[config.mk]
export PLATFORM = sky130hd
export DESIGN_NAME = mqwtm_front
export DESIGN_NICKNAME = d
export VERILOG_FILES = /design/src/rtl/mqwtm_pkg.sv /design/src/rtl/mqwtm_front.sv
export SDC_FILE = /design/constraint.sdc
export NUM_CORES = 1
export LEC_CHECK = 0
export BUFFER_PORTS_ARGS = -buffer_cell sky130_fd_sc_hd__buf_2
export CAP_MARGIN = 0
export CORE_MARGIN = 5
export CORE_UTILIZATION = 54
export CTS_CLUSTER_DIAMETER = 50
export DETAILED_ROUTE_END_ITERATION = 16
export PLACE_DENSITY = 0.8
export SLEW_MARGIN = 5
export SYNTH_ARGS = -nofsm -noshare
export SYNTH_HDL_FRONTEND = slang
export SYNTH_SLANG_ARGS = --single-unit
[constraint.sdc]
create_clock -name clk -period 4 [get_ports clk]
set_clock_uncertainty 0.1 [all_clocks]
set_input_delay 0.2 -clock clk [delete_from_list [all_inputs] [get_ports clk]]
set_output_delay 0.2 -clock clk [all_outputs]
set_load 0.01 [all_outputs]
[src/rtl/mqwtm_pkg.sv]
`timescale 1ns / 1ps
`default_nettype none
// ----------------------------------------------------------------------------
// mqwtm_pkg
// Shared types and codes of the multi-queue wait time monitor.
// ----------------------------------------------------------------------------
package mqwtm_pkg;

  localparam logic [1:0] CMD_ENTER = 2'd0;
  localparam logic [1:0] CMD_EXIT  = 2'd1;

  localparam logic [31:0] SUM_MAX = 32'hFFFF_FFFF;
  localparam logic [23:0] CNT_MAX = 24'hFF_FFFF;

  typedef enum logic [1:0] {
    ST_OK    = 2'd0,
    ST_EMPTY = 2'd1,
    ST_FULL  = 2'd2
  } status_t;

  typedef enum logic [1:0] {
    OP_ENTER  = 2'd0,
    OP_EXIT   = 2'd1,
    OP_REPORT = 2'd2,
    OP_IGNORE = 2'd3
  } op_t;

  typedef struct packed {
    op_t         op;
    logic [3:0]  queue_id;
    logic [10:0] event_time;
  } item_t;

  typedef struct packed {
    logic [3:0]  queue_sel;
    status_t     status;
    logic [10:0] wait_minutes;
    logic [31:0] wait_total;
    logic [23:0] served_total;
    logic [23:0] idle_events;
    logic [6:0]  peak_length;
    logic [6:0]  current_length;
  } res_t;

endpackage
`default_nettype wire

[src/rtl/mqwtm_front.sv]
`timescale 1ns / 1ps
`default_nettype none
// ----------------------------------------------------------------------------
// mqwtm_front
// Accepts command transactions, classifies them and holds them in a
// two-entry queue for the update engine.
// ----------------------------------------------------------------------------
module mqwtm_front #(
  parameter int NUM_QUEUES = 16
) (
  input  wire logic             clk,
  input  wire logic             rst,
  input  wire logic             start,
  output logic                  busy,
  input  wire logic [1:0]       cmd,
  input  wire logic [3:0]       queue_id,
  input  wire logic [10:0]      event_time,
  output mqwtm_pkg::item_t      item,
  output logic                  item_valid,
  input  wire logic             pop
);

  mqwtm_pkg::item_t slot [2];
  mqwtm_pkg::item_t in_item;
  logic             wr_ptr;
  logic             rd_ptr;
  logic [1:0]       count;
  logic             push;

  always_comb begin
    in_item.queue_id   = queue_id;
    in_item.event_time = event_time;
    if (int'(queue_id) >= NUM_QUEUES) begin
      in_item.op = mqwtm_pkg::OP_IGNORE;
    end else if (cmd == mqwtm_pkg::CMD_ENTER) begin
      in_item.op = mqwtm_pkg::OP_ENTER;
    end else if (cmd == mqwtm_pkg::CMD_EXIT) begin
      in_item.op = mqwtm_pkg::OP_EXIT;
    end else begin
      in_item.op = mqwtm_pkg::OP_REPORT;
    end
  end

  assign busy       = (count == 2'd2);
  assign push       = start && !busy;
  assign item_valid = (count != 2'd0);
  assign item       = slot[rd_ptr];

  always_ff @(posedge clk) begin
    if (push) begin
      slot[wr_ptr] <= in_item;
    end
  end

  always_ff @(posedge clk) begin
    if (rst) begin
      wr_ptr <= 1'b0;
      rd_ptr <= 1'b0;
      count  <= 2'd0;
    end else begin
      if (push) begin
        wr_ptr <= !wr_ptr;
      end
      if (pop) begin
        rd_ptr <= !rd_ptr;
      end
      case ({push, pop})
        2'b10:   count <= count + 2'd1;
        2'b01:   count <= count - 2'd1;
        default: count <= count;
      endcase
    end
  end

endmodule
`default_nettype wire

======== Word-level counts from Yosys, hierarchy flattened ========
Memory sizes are Yosys's and may differ from the RTL's. A register that Yosys moved wholly into a read port is not among the register bits.
Cells that the tools add are included.
operators by class
  mux-type cells .......................... 7
  add/sub/neg operators ................... 2
  reductions and logical operators ........ 7
  equal/unequal tests ..................... 4
operators with widths
  kind                                                                count
  2-bit by 1-bit == test with 1-bit output, second input constant     2
  2-bit == test, second input constant                                2
  1-bit two-way mux                                                   4
  2-bit two-way mux                                                   2
  2-bit one-hot mux with 2 select lines                               1
  2-bit nonzero test                                                  2
  1-bit zero test                                                     3
  2-bit by 1-bit adder with 2-bit output, second input constant       1
  2-bit zero test                                                     1
  2-bit by 1-bit subtractor with 2-bit output, second input constant  1
  1-bit logical AND                                                   1
word-level totals
  bits in writable memories ............... 34
  logic and storage cells ................. 24
  bits of input ports ..................... 21
  output and inout port bits .............. 19
  memories ................................ 1
  register bits ........................... 4
memory list
  name  depth  width  read ports  clocked after memory_dff  wr ports  RTL line           text
  slot  2      17     1           1                         1         mqwtm_front.sv:23  mqwtm_pkg::item_t slot [2];

======== Longest topological paths before layout ========
Gate-level depths: netlist of the first run.
  word-level depth ........................ 5
  mapped depth ............................ 6
  mapped depth without buffers ............ 6

======== Worst setup path after synthesis of the first run ========
OpenSTA, ideal clock, no wires.
  kind .................................... register to register
  from .................................... register count[0]
  to ...................................... memory slot[0][0] (netlist name), enable pin
  buffers on the path ..................... 0
  setup slack ............................. 2,293 ps
  arrival ................................. 1,238 ps
  data required time ...................... 3,531 ps
  clock period less this slack ............ 1,707 ps
  stages on the path, launching flop included .. 5
  setup time .............................. 369 ps
  path through ............................ dfxtp_1 nand2b_2 inv_2 or3_1 inv_1
between the ends
  longest elaborated chain between the ends .. 5
ends and longest elaborated chain
  element                                  RTL line           text
  from (decl)                              mqwtm_front.sv:27  logic [1:0] count;
  from (signal assigned)                   mqwtm_front.sv:68  2'b10: count <= count + 2'd1;
  from (signal assigned)                   mqwtm_front.sv:69  2'b01: count <= count - 2'd1;
  from (signal assigned)                   mqwtm_front.sv:70  default: count <= count;
  2-bit == test                            mqwtm_front.sv:44  assign busy = (count == 2'd2);
  named net busy                           mqwtm_front.sv:14  output logic busy,
  1-bit zero test                          mqwtm_front.sv:45  assign push = start && !busy;
  1-bit logical AND                        mqwtm_front.sv:45
  1-bit two-way mux                        mqwtm_front.sv:50  if (push) begin
  1-bit two-way mux (implied by the code)  mqwtm_front.sv:51  slot[wr_ptr] <= in_item;
  to (decl)                                mqwtm_front.sv:23
The timed path passes the listed nets, and every way through them passes these cells.

==> results.rst, run 1 <==
.. list-table::
   :header-rows: 1

   * - Metric
     - Value
   * - Required time of the critical path
     - 3700 ps
   * - Post-CTS Repair Setup Buffers
     - 0
   * - Final cell area excluding filler cells
     - 1917 um^2
   * - Largest vdd supply drop
     - 0.3698 mV
   * - Placer Congestion
     - 0.7246
   * - Cell with the biggest individual delay on the critical path
     - dfxtp_1
   * - Area used by sequential logic in the layout
     - 1121 um^2
   * - Classification of the worst setup path
     - reg2out
   * - Worst max-slew margin expressed relative to the limit
     - 47.12%
   * - Remaining Overflow, GRT
     - 0
   * - Detailed placer's ending HPWL
     - 1698 um
   * - Remaining antenna violation count after routing
     - 0
   * - Wirelength, routed
     - 2709 um
   * - Sequential share of the synthesized area
     - 77.24%
   * - Layout cell share with drive strength beyond 1
     - 46.81%
   * - Slew Viols, Final
     - 0
   * - Result of the run
     - complete, no violations
   * - Die area
     - between 3000 and 4000 um^2
   * - Number of distinct library cells after synthesis
     - 19
   * - Final setup violating endpoints
     - 0
   * - Area occupied by multi-input gates
     - slightly above 300 um^2
   * - Worst Setup Slack post-DPL
     - between 2000 and 2500 ps
   * - Top Family by Delay on Critical Path
     - flip-flops
   * - Count of flip-flops with a built-in enable after synthesis
     - 34
   * - Maximum number of buffers from clock root to sink
     - 2
   * - Count of filler cells inserted in the layout
     - 150
   * - Worst min-delay path category
     - in2reg
   * - Source-to-sink clock delay at the later pin of the worst-skew pair
     - 330 ps
   * - Highest cell delay on the worst timing path
     - between 800 and 900 ps
   * - Vias in the first global route
     - between 800 and 900
   * - Number of nets in the final layout
     - 162
   * - Area added between synthesis and finish
     - 32.07%
   * - Cell leakage power
     - 0.0007600 uW
   * - Number of cells upsized or downsized after cts
     - 0
   * - Power per unit of standard cell area
     - 470.3 nW/um^2
   * - Worst Max-Slew Pin Slew
     - 793.2 ps
   * - Clock net sink count
     - 39
   * - Std cell rows
     - 18
   * - Via count
     - 852
   * - Relative contribution of sequential cells to total power
     - 56.1%
   * - Netlist area before placement
     - 1451 um^2
   * - First-pass GRT wire length
     - ~4200 um
   * - Arrival time reported for the critical path endpoint
     - 1750 ps
   * - Number of max-capacitance violations reported
     - 0
   * - Initial core utilization
     - a little under three fifths
   * - Detailed Routing Iterations Pass 1
     - 4
   * - Net switching share of the total power
     - 23.42%
   * - Number of buffers and inverters on the critical path
     - 1
   * - Worst-path cell chain
     - mux2_2, buf_2
   * - Quantity of I/O buffers inserted on ports
     - 39
   * - Die outline width
     - about 60 um
   * - Nature of the critical path startpoint
     - flop
   * - Async set-reset flop share out of synthesis
     - 0%
   * - Diode count
     - 0
   * - Total GRT Usage
     - 16.27%
   * - Largest net degree at the start of global routing
     - 18
   * - Antenna violations before repair
     - 0
   * - Synthesized net count
     - 102
   * - Type of element capturing the critical path
     - output port
   * - CTS tree
     - built
   * - Clock period minus final worst setup slack
     - a little over 2000 ps
   * - RSZ-0062 raised after global routing
     - no
   * - Average wire per cell in the routed design
     - between 15 and 20 um
   * - Clk pin slew, worst setup/hold paths
     - 120 ps
   * - Count of pins on the block boundary
     - 40
   * - Number of H-tree levels
     - 2
   * - Yosys warning total
     - 0
   * - Fin Hold WS
     - 58.82 ps
   * - Setup total negative slack
     - 0 ps
   * - Largest fanout on the critical path
     - 17
   * - Number of flip-flops and latches in the synthesized netlist
     - 39
   * - Post-synthesis instance total
     - 80
   * - Root Driver
     - clkbuf_4
   * - Std-Cell Core Area
     - about 2500 um^2
   * - Placed Instance Area
     - 1670 um^2
   * - Mean area per synthesized cell
     - 18.14 um^2
   * - Most used flip-flop cell after synthesis
     - edfxtp_1
   * - Power dissipated by switching net loads
     - 211.2 uW
   * - Peak clock frequency supported by timing
     - a little under 500 MHz
   * - Number of buffers created by CTS
     - 5
   * - Number of remaining DRC errors
     - 0
   * - Internal portion of total power
     - 690.4 uW
   * - Vertical extent of the die
     - 61.85 um
   * - Part of the total power dissipated in combinational logic
     - 16.2%
   * - Avg Vias per Cell
     - 4.982
   * - Hold violation total from the final report
     - 0
   * - Clock power share
     - about 28%
   * - Final cycle utilization of the critical path
     - 51.22%
   * - Drt first-iter violations
     - 17
   * - Final core utilization
     - 75.99%
   * - Worst Setup Slack, final
     - around 2000 ps
logic make-up (layout without fill, tap and decap cells):
kind of cell / Yosys count / after routing / share of synthesized area [%]
AO/OA/AOI/OAI: 4 / 4 / 1.379
XOR/XNOR: 3 / 3 / 1.811
adder cells (fa/ha/maj): 1 / 1 / 0.8619
buffers and inverters: 6 / 67 / 1.724
flip-flops: 39 / 39 / 77.24
multiplexers: 17 / 17 / 13.19
AND/OR/NAND/NOR: 10 / 10 / 3.794
synth_stat cells, types with 2 or more instances:
master,instances,area [um^2]
nor2_1,3,11.26
dfxtp_1,5,100.1
or3_1,2,12.51
xnor2_1,2,17.52
inv_1,2,7.510
buf_2,2,10.01
edfxtp_1,34,1021
mux2_2,17,191.4
o21ai_0,2,10.01
a21oi_1,2,10.01
cell type report:
| class | count | area share, % |
|---|---|---|
| timing repair buffer | 56 | 19.06 |
| multi-input combinational | 35 | 15.93 |
| clock inverter | 3 | 2.023 |
| tap | 30 | 1.958 |
| clock buffer | 5 | 1.958 |
| inverter | 3 | 0.5875 |
| sequential | 39 | 58.49 |
worst min-delay path, stage by stage:
cell	delay, ps
buf_2	100
xnor2_1	80
nor2_1	80
layer usage:
metal  global-route usage [%]  share of wire, %  up-vias
li1                         -                 -      417
met1                    19.12                40      404
met2                    27.80                53       26
met3                    5.165               6.0        5
met4                    6.364               1.3        0
met5                        0                 0        -
power groups by stage:
stage | sequential (uW) | clock (uW) | combinational [uW]
finish | 506 | 250 | 146
global route | 510 | 280 | 161
CTS | 506 | 250 | 148
detailed placement | 515 | 0 | 134
global placement | 512 | 0 | 128
floorplan | 504 | 0 | 88.4
registers in the layout, summed over array words and instances, names as in the netlist, named ones only:
| name | flops |
|---|---|
| slot | 34 |
| count | 2 |
| rd_ptr | 1 |
| wr_ptr | 1 |
placed cells by master, fill, tap and decap left out, drive strengths merged:
| cell | count |
|---|---|
| clkinv | 2 |
| nor2b | 1 |
| ha | 1 |
| a21oi | 2 |
| clkbuf | 5 |
| or3 | 2 |
| edfxtp | 34 |
| o21ai | 2 |
| or2 | 1 |
| and3 | 1 |
| buf | 39 |
| xor2 | 1 |
| nor2 | 3 |
| bufinv | 1 |
| dfxtp | 5 |
| inv | 3 |
| mux2 | 17 |
| nand2 | 1 |
| nand2b | 1 |
| xnor2 | 2 |
| dlygate4sd3 | 17 |
worst paths after layout:
path,from,to,slack [ps],cells after the start
worst max-delay path,flop,item[11],1950,2
worst min-delay path,pop,rd_ptr$_SDFFE_PP0P_,60,3
worst max register to register,count[0]$_SDFFE_PP0P_,slot[0][13]$_DFFE_PP_,2050,4
worst min register to register,wr_ptr$_SDFFE_PP0P_,wr_ptr$_SDFFE_PP0P_,420,2
stage by stage:
| step | total power, uW | cells |
|---|---|---|
| final | 901.6 | 171 |
| after global routing | 950.8 | 171 |
| after CTS | 904.2 | 171 |
| after detailed placement | 648.9 | 146 |
| after global placement | 640.6 | 146 |
| after floorplan | 592.7 | 80 |
timing repair:
item	in CTS	in global routing
hold endpoints to repair	37	0
endpoints found under the setup margin	0	0
hold buffers	17	0
Note: power is estimated with default switching activity, not from simulation.
==> inputs of run 2 (changes only) <==
- CORE_UTILIZATION: 54 -> 50
- PLACE_DENSITY: 0.8 -> 0.75
- clock period: 4 -> 2.05 ns (I/O delays scaled with it)
==> results.rst, run 2 (same netlist as run 1, synthesis figures left out) <==
.. list-table::
   :header-rows: 1

   * - Metric
     - Value
   * - Detailed placer's ending HPWL
     - ~1800 um
   * - Power consumption
     - 1633 uW
   * - Worst max-slew margin expressed relative to the limit
     - 88.41%
   * - Routing usage on met2
     - 24.75%
   * - Arrival time reported for the critical path endpoint
     - 1780 ps
   * - Maximum number of buffers from clock root to sink
     - 2
   * - Std-Cell Core Area
     - 2758 um^2
   * - Vertical extent of the die
     - 63.88 um
   * - Total GRT Usage
     - 14.97%
   * - End point of the most critical hold path
     - wr_ptr$_SDFFE_PP0P_
   * - Largest vdd supply drop
     - 0.5777 mV
   * - Vias in the first global route
     - 988
   * - Final cycle utilization of the critical path
     - 78.48%
   * - Number of buffers created by CTS
     - 5
   * - Cell with the biggest individual delay on the critical path
     - dfxtp_1
   * - Non-filler cells in the finished layout
     - 180
   * - Depth of the worst register-to-register path
     - 5
   * - Result of the run
     - complete, no violations
   * - Number of max-capacitance violations reported
     - 0
   * - Largest net degree at the start of global routing
     - 12
   * - Source-to-sink clock delay at the later pin of the worst-skew pair
     - around 330 ps
   * - Highest cell delay on the worst timing path
     - 410 ps
   * - Largest fanout on the critical path
     - 4
   * - Number of H-tree levels
     - 2
   * - Quantity of I/O buffers inserted on ports
     - 39
   * - GR met3 Demand/Resource
     - 7.531%
   * - Clk pin slew, worst setup/hold paths
     - 100 ps
   * - Setup total negative slack
     - 0 ps
   * - Std cell rows
     - 19
   * - Worst min-delay path category
     - in2reg
   * - Initial core utilization
     - a little over half
   * - Top flop regs
     - slot: 34 flops, count: 2 flops
   * - Slew Viols, Final
     - 0
   * - Number of remaining DRC errors
     - 0
   * - Detailed Routing Iterations Pass 1
     - 3
   * - Number of nets in the final layout
     - between 150 and 200
   * - Clock period minus final worst setup slack
     - 1609 ps
   * - Leading cell type in the layout, fill and taps excluded
     - buf_2
   * - Placed cells
     - 153
   * - Busiest layer in global routing
     - met2
   * - Area added between synthesis and finish
     - 35.26%
   * - Internal reg-to-reg setup slack
     - 440 ps
   * - Worst R2R End
     - count[1]$_SDFFE_PP0P_
   * - Launch point of the worst path
     - count[0]$_SDFFE_PP0P_
   * - Diode count
     - 0
   * - Top library cells by usage in the layout, fill and taps aside
     - buf_2, edfxtp_1, dlygate4sd3_1
   * - Max FFs per register
     - 34
   * - Count of pins on the block boundary
     - 40
   * - CTS tree
     - built
   * - Critical register-to-register path startpoint
     - count[0]$_SDFFE_PP0P_
   * - Number of buffers and inverters on the critical path
     - 0
   * - Drt first-iter violations
     - 10
   * - Top register by number of flip-flops
     - slot
   * - Final setup violating endpoints
     - 0
   * - Worst-path cell chain
     - nand2b_2, nand2_1, ha_1, or3_1, a21oi_1
   * - Top Family by Delay on Critical Path
     - simple AND/OR/NAND/NOR gates
   * - Count of filler cells inserted in the layout
     - 181
   * - First-pass GRT wire length
     - roughly 4600 um
   * - Average wire per cell in the routed design
     - between 10 and 15 um
   * - Clock net sink count
     - 39
   * - Layout cell share with drive strength beyond 1
     - 47.65%
   * - Die outline width
     - 63.88 um
   * - Cell leakage power
     - 0.0007907 uW
   * - Root Driver
     - clkbuf_4
   * - Hold violation total from the final report
     - 0
   * - Area used by sequential logic in the layout
     - 1121 um^2
   * - Avg Vias per Cell
     - 4.883
   * - Nature of the critical path startpoint
     - flop
   * - Wirelength, routed
     - roughly 2600 um
   * - Power per unit of standard cell area
     - 831.7 nW/um^2
   * - Remaining antenna violation count after routing
     - 0
   * - Hold depth
     - 4
   * - Via count
     - about 880
   * - Required time of the critical path
     - 2220 ps
   * - Area occupied by multi-input gates
     - 305.3 um^2
   * - Antenna violations before repair
     - 0
   * - RSZ-0062 raised after global routing
     - no
   * - Hold path startpoint
     - start
   * - Classification of the worst setup path
     - reg2reg
   * - Peak clock frequency supported by timing
     - roughly 620 MHz
   * - Global-route met1 utilization
     - 16.15%
   * - Die area
     - 4080 um^2
   * - Placer Congestion
     - ~0.75
   * - Remaining Overflow, GRT
     - 0
   * - Worst Max-Slew Pin Slew
     - 172.6 ps
   * - Type of element capturing the critical path
     - flop
-- run 2: area by class of cell --
type,count,area share (%)
clock buffers,5,1.912
clock inverters,2,0.4461
inverters,3,0.5736
multi-input cells,35,15.55
flip-flops and latches,39,57.11
well taps,31,1.976
repair buffers,65,22.43
-- run 2: metal layers --
layer,vias to the layer above,share of wire [%]
li1,434,-
met1,411,37
met2,28,52
met3,6,8.3
met4,0,2.0
met5,-,0
-- run 2: worst register-to-register path, delay by kind of cell (launching register included) --
kind            cells  cell delay [ps]
simple gates        3              580
fa+ha+maj           1              310
flops               1              410
compound gates      1              150
-- run 2: worst max path at each step --
stage                                  endpoint  slack [ps]  cells past startpoint
final                     count[1]$_SDFFE_PP0P_         440                      5
after global routing      count[1]$_SDFFE_PP0P_         350                      5
after CTS                 count[1]$_SDFFE_PP0P_         450                      5
after detailed placement  count[1]$_SDFFE_PP0P_         470                      5
after global placement    slot[0][14]$_DFFE_PP_         520                      5
after floorplan            slot[0][0]$_DFFE_PP_         340                      4
-- run 2: what timing repair did --
item	CTS	global route
resized for setup	0	0
hold buffers	20	0
endpoints found under the setup margin	0	0
endpoints found under the hold margin	39	0
setup buffers	0	0
-- run 2: per-stage QoR --
step / instance area [um^2] / setup WS, ps / hold WS, ps / utilization (%)
floorplan: 1451 / 342.8 / 71.57 / -
global route: 1963 / 353.9 / 47.69 / 71.19
global placement: 1717 / 524.8 / 192.5 / 62.25
CTS: 1963 / 447.2 / 36.95 / 71.19
finish: 1963 / 441.2 / 56.37 / 71.19
detailed placement: 1717 / 473.5 / 196.6 / 62.25
-- run 2: where the power goes --
part / internal, uW / switching [uW]
Combinational: 168 / 149
Sequential: 948 / 25.3
Clock: 121 / 220
